**src/rtl/lcf_pkg.sv**
```systemverilog
// shared constants and types for the linear convolution fir
`default_nettype none

package lcf_pkg;

    localparam int MAX_TAPS_DEF = 16;
    localparam int DATA_W       = 32;
    localparam int KLEN_W       = 5;
    localparam int IDX_W        = 4;
    localparam int S_TDATA_W    = 40;

    typedef enum logic [0:0] {
        CMD_SAMPLE = 1'b0,
        CMD_LOAD   = 1'b1
    } cmd_t;

    typedef enum logic [0:0] {
        ST_RUN   = 1'b0,
        ST_FLUSH = 1'b1
    } state_t;

    typedef struct packed {
        logic valid;
        logic last;
    } tag_t;

endpackage

`default_nettype wire

```
**src/rtl/lcf_tap_cell.sv**
```systemverilog
// one tap of the delay line: sample, coefficient and registered product
`default_nettype none

module lcf_tap_cell (
    input  wire logic                      aclk,
    input  wire logic                      aresetn,
    input  wire logic                      shift_en,
    input  wire logic                      clear,
    input  wire logic [lcf_pkg::DATA_W-1:0] sample_in,
    input  wire logic                      coef_we,
    input  wire logic [lcf_pkg::DATA_W-1:0] coef_data,
    input  wire logic                      tap_en,
    output logic      [lcf_pkg::DATA_W-1:0] sample_out,
    output logic      [lcf_pkg::DATA_W-1:0] prod_out
);

    logic [lcf_pkg::DATA_W-1:0]   hist_reg;
    logic [lcf_pkg::DATA_W-1:0]   hist_next;
    logic [lcf_pkg::DATA_W-1:0]   hist_shifted;
    logic [lcf_pkg::DATA_W-1:0]   coef_reg;
    logic [lcf_pkg::DATA_W-1:0]   coef_gated;
    logic [2*lcf_pkg::DATA_W-1:0] prod_full;
    logic [lcf_pkg::DATA_W-1:0]   prod_reg;
    logic [lcf_pkg::DATA_W-1:0]   prod_next;

    always_comb begin
        hist_shifted = shift_en ? sample_in : hist_reg;
        hist_next    = clear ? '0 : hist_shifted;
        coef_gated   = tap_en ? coef_reg : '0;
        prod_full    = coef_gated * hist_shifted;
        prod_next    = prod_full[lcf_pkg::DATA_W-1:0];
    end

    always_ff @(posedge aclk) begin
        if (!aresetn) begin
            hist_reg <= '0;
            coef_reg <= '0;
        end else begin
            hist_reg <= hist_next;
            if (coef_we) begin
                coef_reg <= coef_data;
            end
        end
    end

    // product of the sample just shifted in, summed by the tree
    always_ff @(posedge aclk) begin
        prod_reg <= prod_next;
    end

    assign sample_out = hist_reg;
    assign prod_out   = prod_reg;

endmodule

`default_nettype wire

```
**config.mk**
```make
export PLATFORM = sky130hd
export DESIGN_NAME = lcf_tap_cell
export DESIGN_NICKNAME = d
export VERILOG_FILES = /design/src/rtl/lcf_pkg.sv /design/src/rtl/lcf_tap_cell.sv
export SDC_FILE = /design/constraint.sdc
export NUM_CORES = 1
export LEC_CHECK = 0
export BUFFER_PORTS_ARGS = -buffer_cell sky130_fd_sc_hd__clkbuf_2
export CAP_MARGIN = 20
export CORE_UTILIZATION = 45
export DETAILED_ROUTE_END_ITERATION = 12
export GPL_TIMING_DRIVEN = 0
export PLACE_DENSITY = 0.6
export SLEW_MARGIN = 15
export SYNTH_ARGS = -nofsm -noshare
export SYNTH_HDL_FRONTEND = slang
export SYNTH_SLANG_ARGS = --single-unit
```
**constraint.sdc**
```tcl
create_clock -name aclk -period 20.5 [get_ports aclk]
set_clock_uncertainty 0.2 [all_clocks]
set_input_delay 2.05 -clock aclk [delete_from_list [all_inputs] [get_ports aclk]]
set_output_delay 2.05 -clock aclk [all_outputs]
set_load 0.005 [all_outputs]
```
==> flow_summary.toml, run 1 <==
[status]
status = "completed"

[clocking]
post_cts_resized = 0
cts.sinks = 96
cts_post_setup_buffers_inserted = 0
tritoncts = "yes"
cts_htree_levels = 3
post_cts_hold_buffer_count = 0
clock_insertion_delay_worst_skew_ns = 0.41
worst_setup_hold_path_clk_slew_ns = 0.08
cts_root_buf = "sky130_fd_sc_hd__clkbuf_16"
cts-buffers-inserted = 9
clk_path_buf_depth = 2

[floorplanning]
design.die.area_mm2 = 0.0414
i_o_pin_total = 134
floorplan.die.width_um = 203
std_cell_rows = 73
core_mm2 = 0.0399
floorplan.die.height_um = 203
floorplan.initialDensity = 0.457

[routing]
routed_via_density = 5.23
drc = 0
routed_wire_length_per_instance_um = 22.3
detailedRoute.firstIterationViolations = 1074
tritonroute_pass_1_iters = 5
postRouteAntennaNets = 0
routed-via-count = 13900
drt_wl_total_um = 59100

[timing]
setup_repair_after_global_routing_missed_its_margin = "false"
setup_viol = 0
tns_ns = 0
clock.fmax_ghz = 0.0950
final_period_minus_worst_setup_slack_ns = 10.53
finalCritPeriodShare = 0.514
timing.max_slew.rel_slack = 0.196
hold_violations = 0
worst_hold_slack_ns = 0.312
slew_viol_final = 0
worstMarginPinSlew_ns = 1.21

[critical_path]
slowest_delay_ns = 0.95
critical_path_peak_fanout = 10
timing.rr.end = "prod_out[28]"
worst_setup_path_start_kind = "primary input"
crit_type = "primary input to flip-flop"
worstSetupEndpointType = "flip-flop"
worst-endpoint-required_ns = 20.63
critical-path-slowest-cell = "sky130_fd_sc_hd__o41ai_1"
worst_r2r_path_depth = 23
ff2ff_setup_slack_ns = 11.74
crit-reg2reg-launch = "coef_reg[10]"
data_arrival_at_the_endpoint_of_the_critical_path_ns = 10.66
worst_path_most_repeated_cell = "sky130_fd_sc_hd__fa_1"

[layout]
n_antenna_cell = 0
layout.cells.most_common = "sky130_fd_sc_hd__nor2_1"
flow.area_growth_from_synthesis_pct = 8.95
post_route_cells_drive_above_1_share = 0.0939
layout.core_utilization = 0.498
layout.cells.most_common_list = "420 x sky130_fd_sc_hd__nor2_1, 408 x sky130_fd_sc_hd__fa_1, 362 x sky130_fd_sc_hd__inv_1"
layout.nets = 2726

[yosys]
synth.net_count = 2583
synth-warning-count = 0
synth_flop_cell = "sky130_fd_sc_hd__dfxtp_1"
yosysTopAreaCellShare = 0.447
yosysSeqAreaShare = 0.105
mappedNetlistArea_mm2 = 0.0183
yosys_register_bits = 96
netlist_instances = 1982
synth_area_leader_cell = "sky130_fd_sc_hd__fa_1"
avgSynthCellArea_um2 = 9.21
yosys-top-cells-area = "sky130_fd_sc_hd__fa_1 45%, sky130_fd_sc_hd__dfxtp_1 11%, sky130_fd_sc_hd__nor2_1 8.6%"
synth_cell_type_count = 44
synthArstFlopShare = 0
synth-edff-count = 0

[global_routing]
met1_usage = 0.399
grt_use_met3 = 0.0542
groute.usage.overall = 0.304
global_route.overflow_total = 0
global_route.usage.met2 = 0.478
number_of_antenna_violations_at_the_first_check_in_global_routing = 2
grt_first_pass_wirelength_um = 91100
largest_net_degree_at_the_start_of_global_routing = 20
globalRoute.busiestLayer = "met2"
grt_pass1_vias = 15000

[placed_design]
gpl.final_weighted_congestion = 0.988
port_buffers = 130
dp_hpwl_um = 49300

[worst_hold_path]
worst_hold_startpoint = "coef_reg[0]"
worstHoldPathCells = 1
worstHoldEndpoint = "prod_out[0]"
worst_hold_path_type = "flip-flop to flip-flop"

[power_and_ir_drop]
fin_total_pwr_mw = 0.839
max-vdd-ir-drop_uv = 44.5
static-leakage-power_nw = 9.26
power_density_mw_per_mm2 = 42.2

[run]
timing.max_cap.violations = 0
critical path: cells and delay by family:
| kind | cells | cell delay, ns |
|---|---|---|
| fa+ha+maj | 9 | 4.24 |
| buf+inv | 8 | 1.76 |
| simple gates | 4 | 0.98 |
| xor+xnor | 1 | 0.14 |
| compound gates | 3 | 1.49 |
worst max-delay path by stage:
| stage | start | to | slack [ns] | depth (start not counted) |
|---|---|---|---|---|
| floorplan | shift_en | prod_out[27] | 11.03 | 28 |
| finish | tap_en | prod_out[28] | 9.97 | 25 |
| CTS | shift_en | prod_out[28] | 10.07 | 26 |
| detailed placement | shift_en | prod_out[28] | 9.65 | 26 |
| global route | shift_en | prod_out[28] | 9.66 | 24 |
| global placement | shift_en | prod_out[28] | 9.68 | 24 |
Yosys cell counts (all sizes together), types with 3 or more instances:
cell type	n
a21o	11
a21oi	24
a31oi	3
a41oi	3
and2	20
and3	5
buf	9
clkbuf	86
dfxtp	96
fa	408
ha	123
inv	362
mux2	4
mux2i	64
nand2	97
nand2b	23
nand3	29
nand4	3
nor2	420
nor2b	38
o21a	4
o21ai	17
o21bai	6
or2	30
xnor2	69
xor2	14
per-layer routing:
layer,routed length (µm),vias up
li1,-,6141
met1,24900,7073
met2,26600,549
met3,4080,131
met4,3490,2
met5,19,-
per-stage QoR:
| step | setup WS [ns] | instance area (µm²) | instances |
|---|---|---|---|
| after global placement | 9.68 | 19600 | 2637 |
| after floorplan | 11.03 | 18300 | 1982 |
| after detailed placement | 9.65 | 19600 | 2638 |
| final | 9.97 | 19900 | 2655 |
| after global routing | 9.66 | 19900 | 2655 |
| after CTS | 10.07 | 19900 | 2654 |
where the power goes:
group	leakage (nW)	internal, mW	switching [mW]
sequential	0.792	0.214	0.0123
clock	0.146	0.0861	0.0987
combinational	8.32	0.170	0.258
cell families after synthesis:
logic type,after synthesis,share of synthesized area
compound gates,79,0.0276
buf+inv,457,0.0964
mux,68,0.0413
simple gates,666,0.155
fa+ha+maj,531,0.532
flops,96,0.105
xor+xnor,85,0.0423
final cells by class:
cell class	count	area [µm²]
fillers	3822	20000
multi-input cells	1429	14600
flip-flops and latches	96	1920
inverters	362	1360
repair buffers	132	681
well taps	525	657
plain buffers	95	402
clock buffers	9	225
clock inverters	7	67.6
No activity file was read; power rests on OpenSTA's default activity.
==> run 2: changes to the inputs <==
--- a/config.mk
+++ b/config.mk
@@ -10,7 +10,7 @@
 export CORE_UTILIZATION = 45
 export DETAILED_ROUTE_END_ITERATION = 12
 export GPL_TIMING_DRIVEN = 0
-export PLACE_DENSITY = 0.6
+export PLACE_DENSITY = 0.63
 export SLEW_MARGIN = 15
 export SYNTH_ARGS = -nofsm -noshare
 export SYNTH_HDL_FRONTEND = slang
==> constraint.sdc (replaced) <==
create_clock -name aclk -period 8.64 [get_ports aclk]
set_clock_uncertainty 0.2 [all_clocks]
set_input_delay 0.864 -clock aclk [delete_from_list [all_inputs] [get_ports aclk]]
set_output_delay 0.864 -clock aclk [all_outputs]
set_load 0.005 [all_outputs]
==> run 2 against run 1 <==
  * Clock power rose by 130%
  * Power rose by 140%
  * Register-to-register slack got worse by 11 ns
==> flow_summary.toml, run 2 (synthesis results as in run 1) <==
[routing]
tritonroute_pass_1_iters = 5
detailedRoute.firstIterationViolations = 1056
routed_wire_length_per_instance_um = 22.4
postRouteAntennaNets = 0
routed-via-count = 13900
drt_wl_total_um = 59600
drc = 0
routed_via_density = 5.24

[critical_path]
data_arrival_at_the_endpoint_of_the_critical_path_ns = 8.53
worst_path_most_repeated_cell = "sky130_fd_sc_hd__fa_1"
critical-path-slowest-cell = "sky130_fd_sc_hd__fa_1"
worstSetupEndpointType = "flip-flop"
critical_path_peak_fanout = 10
crit_type = "primary input to flip-flop"
critPathBufInv = 11
worst-endpoint-required_ns = 8.76
kind_of_cell_adding_the_most_delay_to_the_critical_path = "adder cells"
slowest_delay_ns = 0.53
worst_setup_path_start_kind = "primary input"

[floorplanning]
design.die.area_mm2 = 0.0414
floorplan.die.width_um = 203
floorplan.die.height_um = 203
std_cell_rows = 73
floorplan.initialDensity = 0.457
i_o_pin_total = 134
core_mm2 = 0.0399

[layout]
flow.area_growth_from_synthesis_pct = 9.48
sequential_cell_area_mm2 = 0.00192
layout.nets = 2726
layout.cells.most_common_list = "420 x sky130_fd_sc_hd__nor2_1, 408 x sky130_fd_sc_hd__fa_1, 362 x sky130_fd_sc_hd__inv_1"
area_used_by_multi_input_combinational_logic_mm2 = 0.0147
post_route_cells_drive_above_1_share = 0.108
n_antenna_cell = 0
layout.cells.most_common = "sky130_fd_sc_hd__nor2_1"
fillCellCount = 3802
layout.core_utilization = 0.501

[run]
timing.max_cap.violations = 0

[timing]
final_period_minus_worst_setup_slack_ns = 8.40
worstMarginPinSlew_ns = 1.22
setup_repair_after_global_routing_missed_its_margin = "false"
setup_viol = 0
hold_violations = 0
clock.fmax_ghz = 0.119
slew_viol_final = 0
timing.max_slew.rel_slack = 0.185
finalCritPeriodShare = 0.973
worst_hold_slack_ns = 0.325

[placed_design]
dp_hpwl_um = 49500
port_buffers = 130
gpl.final_weighted_congestion = 0.970

[clocking]
cts-buffers-inserted = 9
worst_setup_hold_path_clk_slew_ns = 0.08
cts_htree_levels = 3
clk_path_buf_depth = 2
tritoncts = "yes"
cts_root_buf = "sky130_fd_sc_hd__clkbuf_16"
clock_insertion_delay_worst_skew_ns = 0.41
cts.sinks = 96

[global_routing]
groute.usage.overall = 0.306
number_of_antenna_violations_at_the_first_check_in_global_routing = 2
grt_pass1_vias = 15200
global_route.overflow_total = 0
largest_net_degree_at_the_start_of_global_routing = 19
grt_first_pass_wirelength_um = 91700

[power_and_ir_drop]
static-leakage-power_nw = 9.35
power_density_mw_per_mm2 = 99.7
max-vdd-ir-drop_uv = 107

[worst_hold_path]
worst_hold_path_type = "flip-flop to flip-flop"

[status]
status = "completed"
## run 2: routing by layer
layer / up-vias / track usage / part of all wire
li1: 6153 / - / -
met1: 7063 / 0.394 / 0.41
met2: 554 / 0.481 / 0.46
met3: 149 / 0.0626 / 0.080
met4: 2 / 0.176 / 0.058
met5: - / 0 / 0.00022
## run 2: worst reg2reg max path, cell delays in order (launching register included)
cell                       delay, ns
sky130_fd_sc_hd__dfxtp_1        0.31
sky130_fd_sc_hd__clkbuf_1       0.58
sky130_fd_sc_hd__nand2_2        0.32
sky130_fd_sc_hd__buf_2          0.32
sky130_fd_sc_hd__nor2_1         0.16
sky130_fd_sc_hd__fa_1           0.45
sky130_fd_sc_hd__fa_1           0.45
sky130_fd_sc_hd__fa_1           0.55
sky130_fd_sc_hd__inv_1          0.05
sky130_fd_sc_hd__fa_1           0.48
sky130_fd_sc_hd__inv_1          0.05
sky130_fd_sc_hd__fa_1           0.50
sky130_fd_sc_hd__inv_1          0.05
sky130_fd_sc_hd__fa_1           0.53
sky130_fd_sc_hd__inv_1          0.05
sky130_fd_sc_hd__fa_1           0.50
sky130_fd_sc_hd__fa_1           0.42
sky130_fd_sc_hd__ha_1           0.35
sky130_fd_sc_hd__and3_1         0.21
sky130_fd_sc_hd__and2_1         0.17
sky130_fd_sc_hd__a221o_1        0.35
sky130_fd_sc_hd__a31oi_4        0.22
sky130_fd_sc_hd__a31o_2         0.24
sky130_fd_sc_hd__o21ai_1        0.09
sky130_fd_sc_hd__a21boi_0       0.24
sky130_fd_sc_hd__xnor2_1        0.14
## run 2: worst paths after layout
kind | from | to | slack, ns | cells past startpoint
hold reg to reg | coef_reg[0] | prod_out[0] | 0.32 | 1
setup / recovery | shift_en | prod_out[27] | 0.24 | 30
hold / removal | coef_reg[0] | prod_out[0] | 0.32 | 1
setup reg to reg | coef_reg[10] | prod_out[27] | 0.57 | 25
## run 2: cell type report
cell class	count	area share
Clock buffer	10	0.0115
Timing Repair Buffer	132	0.0333
Clock inverter	6	0.00294
Tap cell	525	0.0329
Inverter	362	0.0680
Sequential cell	96	0.0961
Buffer	95	0.0223
Multi-Input combinational cell	1429	0.733
## run 2: report_power, final
part / leakage [nW] / total (mW) / internal (mW) / switching [mW]
sequential: 0.792 / 0.538 / 0.508 / 0.0294
combinational: 8.42 / 1.02 / 0.406 / 0.617
clock: 0.137 / 0.431 / 0.202 / 0.229
## run 2: repair_timing
| action | in CTS | in global routing |
|---|---|---|
| hold buffers | 0 | 0 |
| setup endpoints to repair | 12 | 12 |
| buffers inserted | 0 | 2 |
| pin swaps | 0 | 1 |
| resized for setup | 15 | 50 |
## run 2: through the flow
step	setup TNS, ns	instance area [µm²]	setup slack, ns	instances	total power [mW]
after floorplan	0	18300	0.360	1982	1.19
after global placement	-9.90	19600	-1.00	2637	1.54
after detailed placement	-10.72	19600	-0.985	2637	1.56
after CTS	0	19900	0.00353	2653	2.00
after global routing	0	20000	0.00553	2655	2.13
final	0	20000	0.236	2655	1.99
