`config.mk`:
```
export PLATFORM = sky130hd
export DESIGN_NAME = lcf_out_fifo
export DESIGN_NICKNAME = d
export VERILOG_FILES = /design/src/rtl/lcf_pkg.sv /design/src/rtl/lcf_out_fifo.sv
export SDC_FILE = /design/constraint.sdc
export NUM_CORES = 1
export LEC_CHECK = 0
export BUFFER_PORTS_ARGS = -buffer_cell sky130_fd_sc_hd__buf_2
export CAP_MARGIN = 15
export CELL_PAD_IN_SITES_DETAIL_PLACEMENT = 0
export CELL_PAD_IN_SITES_GLOBAL_PLACEMENT = 2
export CORE_UTILIZATION = 30
export DETAILED_ROUTE_END_ITERATION = 7
export PLACE_DENSITY_LB_ADDON = 0.1
export SYNTH_ARGS = -nofsm -noshare
export SYNTH_HDL_FRONTEND = slang
export SYNTH_SLANG_ARGS = --single-unit
```
`constraint.sdc`:
```
create_clock -name aclk -period 8.6 [get_ports aclk]
set_input_delay 1.72 -clock aclk [delete_from_list [all_inputs] [get_ports aclk]]
set_output_delay 1.72 -clock aclk [all_outputs]
set_load 0.005 [all_outputs]
```
`src/rtl/lcf_pkg.sv`:
```
// shared constants and types for the linear convolution fir
`default_nettype none

package lcf_pkg;

    localparam int MAX_TAPS_DEF = 16;
    localparam int DATA_W       = 32;
    localparam int KLEN_W       = 5;
    localparam int IDX_W        = 4;
    localparam int S_TDATA_W    = 40;

    typedef enum logic [0:0] {
        CMD_SAMPLE = 1'b0,
        CMD_LOAD   = 1'b1
    } cmd_t;

    typedef enum logic [0:0] {
        ST_RUN   = 1'b0,
        ST_FLUSH = 1'b1
    } state_t;

    typedef struct packed {
        logic valid;
        logic last;
    } tag_t;

endpackage

`default_nettype wire

```
`src/rtl/lcf_out_fifo.sv`:
```
// small result queue in front of the master side
`default_nettype none

module lcf_out_fifo #(
    parameter int DEPTH = 8
) (
    input  wire logic                       aclk,
    input  wire logic                       aresetn,
    input  wire logic                       wr_en,
    input  wire logic [lcf_pkg::DATA_W-1:0] wr_result,
    input  wire logic                       wr_last,
    output logic                            m_tvalid,
    input  wire logic                       m_tready,
    output logic      [lcf_pkg::DATA_W-1:0] m_tdata,
    output logic                            m_tlast
);

    localparam int AW = (DEPTH > 1) ? $clog2(DEPTH) : 1;

    logic [lcf_pkg::DATA_W-1:0] result_mem [DEPTH];
    logic                       last_mem   [DEPTH];
    logic [AW-1:0]              wr_ptr_reg;
    logic [AW-1:0]              wr_ptr_next;
    logic [AW-1:0]              rd_ptr_reg;
    logic [AW-1:0]              rd_ptr_next;
    logic [AW:0]                count_reg;
    logic [AW:0]                count_next;
    logic                       rd_en;

    assign rd_en = m_tvalid && m_tready;

    always_comb begin
        wr_ptr_next = wr_en ? wr_ptr_reg + AW'(1) : wr_ptr_reg;
        rd_ptr_next = rd_en ? rd_ptr_reg + AW'(1) : rd_ptr_reg;
        count_next  = count_reg + (AW+1)'(wr_en) - (AW+1)'(rd_en);
    end

    always_ff @(posedge aclk) begin
        if (!aresetn) begin
            wr_ptr_reg <= '0;
            rd_ptr_reg <= '0;
            count_reg  <= '0;
        end else begin
            wr_ptr_reg <= wr_ptr_next;
            rd_ptr_reg <= rd_ptr_next;
            count_reg  <= count_next;
        end
    end

    always_ff @(posedge aclk) begin
        if (wr_en) begin
            result_mem[wr_ptr_reg] <= wr_result;
            last_mem[wr_ptr_reg]   <= wr_last;
        end
    end

    assign m_tvalid = (count_reg != '0);
    assign m_tdata  = result_mem[rd_ptr_reg];
    assign m_tlast  = last_mem[rd_ptr_reg];

endmodule

`default_nettype wire

```
==> results.cfg, run 1 <==
[global_routing]
met2_usage_pct = 21.41
grt_pass1_vias = 5211
grt_pass1_wl_mm = 33.81
gr-usage-met3_pct = 2.306
gr-usage-met1_pct = 17.40
grt_max_degree = 67
top_usage_layer = met2
antenna_found_initial = 2
gr-total-overflow = 0
grt.total_usage_pct = 12.85

[critical_path]
end_kind = primary output
critPathTopFamily = buffers and inverters
start_kind = flip-flop
crit_required_ps = 6880
cp_slowest_cell = buf_4
critPathMaxStageDelay_ps = 860
path_buf_inv = 2
critPathMaxFanout = 48
crit_chain = buf_4 -> mux4_1 -> mux2_2 -> buf_2
arrival_ps = 3110
path_class = reg -> out

[synth]
yosysUniqueCellTypes = 26
ys.flop_type = edfxtp_1
async_flop_share_pct = 0
syn_area_per_cell_um2 = 23.41
synth_top_area_cell = edfxtp_1
synth_nets = 497
synthCells = 453
synth_top_area_share_pct = 74.74
synth_edf_count = 264
syn-cell-area_mm2 = 0.01061
ys_seq_area_share_pct = 77.20
synth_area_leaders = edfxtp_1 75%, mux4_2 12%, mux2_2 3.5%
ys_warn_count = 0
ys_ff_latch = 277

[detailed_routing]
dr.first_iter.drc_count = 269
vias_per_cell = 4.630
firstDrtPassIters = 4
wl_mm = 22.83
final_antenna_net_count = 0
drt-wirelength-per-cell_um = 22.20
dr_total_vias = 4760
drc = 0

[clocking]
clk_pin_slew_worst_paths_ps = 60
htreeDepth = 1
numCtsBuffers = 31
hold_buffers = 0
tritoncts = built
clock_sinks = 277
cts-root-buf = clkbuf_16
clockBufferDepth = 3
insertion_delay_ps = 540
ctsResizeCount = 0
post_cts_buffers = 0

[timing]
finalHoldViolCount = 0
fin_tns_setup_ps = 0
setup_violations = 0
slew_viol_final = 0
skew_ps = 6.361
rsz0062_at_grt = no
max_freq_mhz = 207.1
slew_headroom_pct = 23.89
worst_pin_slew_ps = 1142
period_needed_ps = 4828
post-route-period-util_pct = 56.13

[min_path]
holdCritPathClass = reg -> reg

[floorplan]
ioPinCount = 71
die_x_um = 190.0
die_area_mm2 = 0.03611
row_count = 68
core_mm2 = 0.03463
die_h_um = 190.0
initial_core_util_pct = 30.63

[placed_design]
io_buffers = 70
place.gp.congestion = 0.6595
dp_hpwl_mm = 12.22

[power_and_ir_drop]
total_leakage_power_nw = 4.082
powerDensity_mw_per_mm2 = 267.3
power_frac_clock_pct = 41.1
switching_share_pct = 22.44
intPower_mw = 2.622
p_sw_uw = 758.8
p_comb_share_pct = 12.5
vdd_drop_max_uv = 135.7
power.share.sequential_pct = 46.4

[cells_and_area]
nFillCells = 3156
largest_reg_flops = 256
postLayoutCoreUtil_pct = 36.53
drive_gt1_share_pct = 40.14
fin_nets = 593
diodes = 0
syn_to_final_growth_pct = 19.28

[run_status]
status = completed

[run]
maxCapViolCount = 0
-- cell usage in the layout (no fill, tap or decap), types with 2 or more instances in the layout --
cell type / Yosys / routed
nand2b_1: 6 / 6
mux2_2: 33 / 33
mux4_1: 11 / 11
xnor2_1: 2 / 2
and2_1: 4 / 4
nor3_2: 0 / 2
mux2i_1: 9 / 9
nor2b_1: 2 / 2
mux4_2: 55 / 55
dfxtp_4: 0 / 2
bufinv_16: 0 / 7
nand2_1: 9 / 9
buf_2: 5 / 70
inv_1: 4 / 4
nor2_4: 0 / 6
clkbuf_1: 8 / 2
ha_1: 6 / 6
clkinv_2: 0 / 6
dfxtp_1: 13 / 10
edfxtp_1: 264 / 264
clkbuf_16: 0 / 31
buf_4: 0 / 12
clkinv_1: 0 / 8
-- power by group through the flow --
stage	Clock (mW)	Sequential, mW	Combinational [mW]
2_1_floorplan	0	1.57	0.307
3_3_place_gp	0	1.60	0.436
3_5_place_dp	0	1.60	0.438
4_1_cts	1.43	1.57	0.440
5_1_grt	1.48	1.58	0.469
6_report	1.39	1.57	0.423
-- through the flow --
| step | total power [mW] | instances | worst slack (ps) | cell area, um^2 | hold slack (ps) |
|---|---|---|---|---|---|
| floorplan | 1.873 | 453 | 4049 | 10610 | 455.5 |
| global placement | 2.035 | 971 | 4215 | 11560 | 454.4 |
| detailed placement | 2.038 | 971 | 4207 | 11560 | 471.6 |
| CTS | 3.439 | 1028 | 3620 | 12650 | 482.5 |
| global route | 3.521 | 1028 | 3501 | 12650 | 529.8 |
| finish | 3.381 | 1028 | 3772 | 12650 | 484.0 |
-- per-layer routing --
| layer | up-vias | wire length (um) |
|---|---|---|
| li1 | 2101 | - |
| met1 | 2529 | 10370 |
| met2 | 95 | 11090 |
| met3 | 31 | 977 |
| met4 | 4 | 355 |
| met5 | - | 27 |
-- cell usage after synthesis (5+ instances only) --
master,instances
mux2_2,33
clkbuf_1,8
buf_6,5
mux2i_1,9
nand2_1,9
edfxtp_1,264
ha_1,6
buf_2,5
nor2_1,7
nand2b_1,6
mux4_2,55
dfxtp_1,13
mux4_1,11
-- final timing paths --
kind	startpoint	end	slack (ps)	cells after the start
max	flip-flop	m_tdata[27]	3770	4
max reg2reg	count_reg[2]$_SDFF_PN0_	count_reg[3]$_SDFF_PN0_	6360	9
min reg2reg	rd_ptr_reg[2]$_SDFFE_PN0P_	flip-flop	480	2
min	rd_ptr_reg[2]$_SDFFE_PN0P_	flip-flop	480	2
-- logic make-up (layout without fill, tap and decap cells) --
kind of cell / Yosys count / in the layout / share of synthesized area, %
DFF: 277 / 277 / 77.20
xor gates and xnor gates: 3 / 3 / 0.2478
buffers and inverters: 23 / 143 / 1.227
and+or+nand+nor: 33 / 33 / 1.557
adders and majority gates: 7 / 7 / 0.8965
AOI/OAI and AO/OA: 2 / 2 / 0.1179
muxes: 108 / 108 / 18.76
-- tightest hold or removal path, delay by kind of cell (launching register included) --
family | cells | cell delay (ps)
simple gates | 1 | 70
mux | 1 | 70
flops | 1 | 310
-- area by class of cell --
type / count / area, um^2 / share of cell area (%)
tap: 455 / 569.3 / 4.500
clock buffer: 33 / 783.3 / 6.191
multi-input combinational: 153 / 2344 / 18.52
timing repair buffer: 82 / 440.4 / 3.481
inverter: 4 / 15.01 / 0.1187
sequential: 277 / 8197 / 64.79
clock inverter: 24 / 302.8 / 2.393
Note: power is estimated with default switching activity, not from simulation.
==> run 2, diff against run 1 <==
Clock period 8.6 ns to 4.6 ns, I/O delays scaled along.
==> run 2 against run 1 <==
Die area unchanged. Clock power up 60%. Clock-buffer cell count rose by 8. Via count increased by 1.1%. Global-route usage increased by 0.27 points. Core utilization shrank 0.35 points.
==> results.cfg, run 2 (synthesized netlist as in run 1, its figures left out) <==
[run_status]
status = completed

[cells_and_area]
syn_to_final_growth_pct = 18.14
final_cell_area_mm2 = 0.01253
postLayoutCoreUtil_pct = 36.19
drive_gt1_share_pct = 39.34
final_cell_mix = 264 x edfxtp_1, 70 x buf_2, 55 x mux4_2
fin_nets = 599
diodes = 0
layout_commonest_cell = edfxtp_1
final_cells = 1027
largest_reg_flops = 256

[timing]
slew_viol_final = 0
finalHoldViolCount = 0
post-route-period-util_pct = 77.26
worst_pin_slew_ps = 1104
skew_ps = 10.09
worst_slack_ps = 1046
fin_tns_setup_ps = 0
holdWs_ps = 473.3
slew_headroom_pct = 26.39
period_needed_ps = 3554
setup_violations = 0
max_freq_mhz = 281.4
rsz0062_at_grt = no

[detailed_routing]
drt-wirelength-per-cell_um = 22.51
final_antenna_net_count = 0
wl_mm = 23.12
dr.first_iter.drc_count = 193
dr_total_vias = 4814
drc = 0
firstDrtPassIters = 4
vias_per_cell = 4.687

[clocking]
insertion_delay_ps = 540
tritoncts = built
clk_pin_slew_worst_paths_ps = 60
post_cts_buffers = 0
hold_buffers = 0
numCtsBuffers = 30
htreeDepth = 1
clockBufferDepth = 3
clock_sinks = 277
cts-root-buf = clkbuf_16
ctsResizeCount = 0

[power_and_ir_drop]
total_power_mw = 5.977
powerDensity_mw_per_mm2 = 477.0
total_leakage_power_nw = 4.024
intPower_mw = 4.624
p_comb_share_pct = 13.2
vdd_drop_max_uv = 255.9
switching_share_pct = 22.63
p_sw_mw = 1.352
power.share.sequential_pct = 49.4
power_frac_clock_pct = 37.4

[critical_path]
r2r_start = count_reg[2]$_SDFF_PN0_
start_kind = flip-flop
critPathMaxFanout = 21
r2r-end = count_reg[3]$_SDFF_PN0_
critPathMaxStageDelay_ps = 650
crit_chain = buf_4 -> mux4_2 -> mux2_2 -> buf_2
cp_slowest_cell = dfxtp_4
crit_required_ps = 3680
path_class = reg -> out
end_kind = primary output
arrival_ps = 2630
rrSetupSlack_ps = 2360
reg2reg_depth = 9

[floorplan]
ioPinCount = 71
die_x_um = 190.0
row_count = 68
die_area_mm2 = 0.03611
die_h_um = 190.0
initial_core_util_pct = 30.63
core_mm2 = 0.03463

[min_path]
hold_depth = 2
holdCritPathClass = reg -> reg
hp-start = rd_ptr_reg[2]$_SDFFE_PN0P_

[global_routing]
grt_pass1_vias = 5351
grt.total_usage_pct = 13.12
grt_max_degree = 67
antenna_found_initial = 1
grt_pass1_wl_mm = 34.76
gr-total-overflow = 0

[run]
maxCapViolCount = 0

[placed_design]
place.gp.congestion = 0.6582
placed_cell_area_mm2 = 0.01163
pre_cts_slack_ps = 1541
dp_hpwl_mm = 12.89
dp.cells = 978
io_buffers = 70
[run 2: critical path: cells and delay by family (launching register included)]
kind                   cells  cell delay, ps
muxes                      2             870
DFF                        1             650
buffers and inverters      2             560
[run 2: area by class of cell]
cell class / count / area [um^2]
fill: 3153 / 22100
sequential: 277 / 8197
multi-input combinational: 153 / 2344
clock buffer: 41 / 813.3
tap: 455 / 569.3
timing repair buffer: 89 / 505.5
clock inverter: 8 / 87.58
inverter: 4 / 15.01
[run 2: layer usage]
metal | GRT usage [%] | wire length (um) | share of wire (%)
met5 | 0 | 8 | 0.035
met4 | 2.885 | 329 | 1.4
met3 | 2.361 | 902 | 3.9
met2 | 21.59 | 11060 | 48
met1 | 18.06 | 10820 | 47
[run 2: power by group through the flow]
stage               clock network, mW  logic (mW)  registers (mW)
finish                           2.23       0.791            2.95
global route                     2.40       0.872            2.97
CTS                              2.31       0.821            2.96
detailed placement                  0       0.817            3.01
global placement                    0       0.809            3.01
floorplan                           0       0.574            2.93
[run 2: worst max-delay path by stage]
stage	start	end	slack, ps	depth (start not counted)
after detailed placement	flip-flop	m_tdata[3]	1540	4
after CTS	flip-flop	m_tdata[3]	950	4
after floorplan	wr_en	last_mem[0]$_DFFE_PP_	850	2
after global placement	flip-flop	m_tdata[3]	1540	4
after global routing	flip-flop	m_tdata[3]	850	4
final	flip-flop	m_tdata[3]	1050	4
==> run 3, diff against run 2 <==
Clock period 4.6 ns to 3.1 ns, I/O delays scaled along.
==> run 3 against run 2 <==
Critical path depth stayed put. Largest power group unchanged. Combinational power is 63% higher. Clock-buffer cell count is 5 lower. Core utilization is 0.56 points higher. Clock power is 57% higher. Register-to-register slack worse by 1500 ps. Cell count is 1.1% higher.
==> results.cfg, run 3 (synthesized netlist as in run 1, its figures left out) <==
[placed_design]
io_buffers = 70
place.gp.congestion = 0.6588
dp_hpwl_mm = 12.55
pre_cts_slack_ps = 592.6
placed_cell_area_mm2 = 0.01173

[critical_path]
crit_required_ps = 2480
path_class = reg -> out
end_kind = primary output
start_kind = flip-flop
critPathMaxFanout = 26
arrival_ps = 2240

[cells_and_area]
drive_gt1_share_pct = 40.89
final_cell_area_mm2 = 0.01272
fin_nets = 603
layout_commonest_cell = edfxtp_1
final_cell_mix = 264 x edfxtp_1, 70 x buf_2, 55 x mux4_2
syn_to_final_growth_pct = 19.96
nFillCells = 3185
largest_reg_flops = 256

[timing]
setup_violations = 0
skew_ps = 13.43
slew_headroom_pct = 63.60
rsz0062_at_grt = no
period_needed_ps = 2861
post-route-period-util_pct = 92.28
finalHoldViolCount = 0
holdWs_ps = 339.2
worst_slack_ps = 239.2
worst_pin_slew_ps = 544.2
fin_tns_setup_ps = 0
slew_viol_final = 0
max_freq_mhz = 349.6

[floorplan]
row_count = 68
initial_core_util_pct = 30.63
ioPinCount = 71
die_area_mm2 = 0.03611
die_h_um = 190.0
core_mm2 = 0.03463
die_x_um = 190.0

[power_and_ir_drop]
p_sw_mw = 2.064
intPower_mw = 7.016
total_power_mw = 9.080
vdd_drop_max_uv = 377.2
power.share.sequential_pct = 47.2
powerDensity_mw_per_mm2 = 713.7
total_leakage_power_nw = 4.110
p_comb_share_pct = 14.3
switching_share_pct = 22.74
power_frac_clock_pct = 38.5

[global_routing]
grt_max_degree = 34
grt_pass1_wl_mm = 33.49
grt_pass1_vias = 5199
antenna_found_initial = 2
grt.total_usage_pct = 12.68
gr-total-overflow = 0

[detailed_routing]
dr_total_vias = 4739
firstDrtPassIters = 4
dr_wl_met3_um = 986
wl_met1_mm = 10.20
final_antenna_net_count = 0
met2_length_mm = 10.92
drc = 0
drt-wirelength-per-cell_um = 21.60
vias_per_cell = 4.566
top_layer_used = met5
dr.first_iter.drc_count = 204
wl_mm = 22.42

[clocking]
htreeDepth = 1
clockBufferDepth = 3
insertion_delay_ps = 550
hold_buffers = 0
numCtsBuffers = 30
cts-root-buf = clkbuf_16
tritoncts = built
clock_sinks = 277
clk_pin_slew_worst_paths_ps = 60

[run_status]
status = completed

[run]
maxCapViolCount = 0

[min_path]
holdCritPathClass = in -> reg
[run 3: changes by cell type in the layout (fill, tap and decap cells not counted), moves of 2 or more]
cell,change
buf_12,+6
buf_4,-2
bufinv_16,+2
clkbuf_1,-4
clkinv_2,+8
nor3_2,-2
nor3_4,+2
[run 3: per-stage QoR]
| stage | instances | utilization [%] |
|---|---|---|
| 2_1_floorplan | 453 | - |
| 3_3_place_gp | 980 | 33.88 |
| 3_5_place_dp | 980 | 33.88 |
| 4_1_cts | 1037 | 36.74 |
| 5_1_grt | 1037 | 36.74 |
| 6_report | 1038 | 36.74 |
[run 3: power by group through the flow]
stage                     combinational [mW]  sequential [mW]  clock [mW]
after floorplan                        0.853             4.34           0
after global placement                  1.31             4.38           0
after detailed placement                1.31             4.39           0
after CTS                               1.35             4.29        3.61
after global routing                    1.43             4.30        3.75
final                                   1.29             4.29        3.50
[run 3: layout make-up]
| cell class | count | area, um^2 | area share (%) |
|---|---|---|---|
| diodes | 1 | 2.502 | 0.01967 |
| clock buffers | 36 | 773.2 | 6.077 |
| clock inverters | 19 | 200.2 | 1.573 |
| inverters | 4 | 15.01 | 0.1180 |
| multi-input cells | 153 | 2356 | 18.52 |
| flip-flops and latches | 277 | 8197 | 64.42 |
| well taps | 455 | 569.3 | 4.474 |
| repair buffers | 93 | 610.6 | 4.799 |
[run 3: path summary, 6_finish.rpt]
path / depth (start not counted) / to / start / slack [ps]
worst max register to register: 9 / count_reg[1]$_SDFF_PN0_ / count_reg[2]$_SDFF_PN0_ / 840
worst min register to register: 2 / flip-flop / rd_ptr_reg[2]$_SDFFE_PN0P_ / 470
worst min-delay path: 1 / result_mem[1][18]$_DFFE_PP_ / wr_result[18] / 340
worst max-delay path: 4 / m_tdata[28] / flip-flop / 240
[run 3: timing repair]
item,CTS,global route
hold endpoints to repair,0,0
buffers inserted,2,0
endpoints found under the setup margin,1,0
gates resized for setup,0,0
[run 3: critical path, cell delays in order (launching register included)]
cell	delay, ps
dfxtp_4	400
buf_12	250
mux4_1	610
mux2_2	290
buf_2	130
[run 3: routing by layer]
| metal | vias to the layer above | track usage [%] |
|---|---|---|
| li1 | 2109 | - |
| met1 | 2513 | 16.87 |
| met2 | 83 | 21.22 |
| met3 | 30 | 2.675 |
| met4 | 4 | 2.792 |
| met5 | - | 0 |
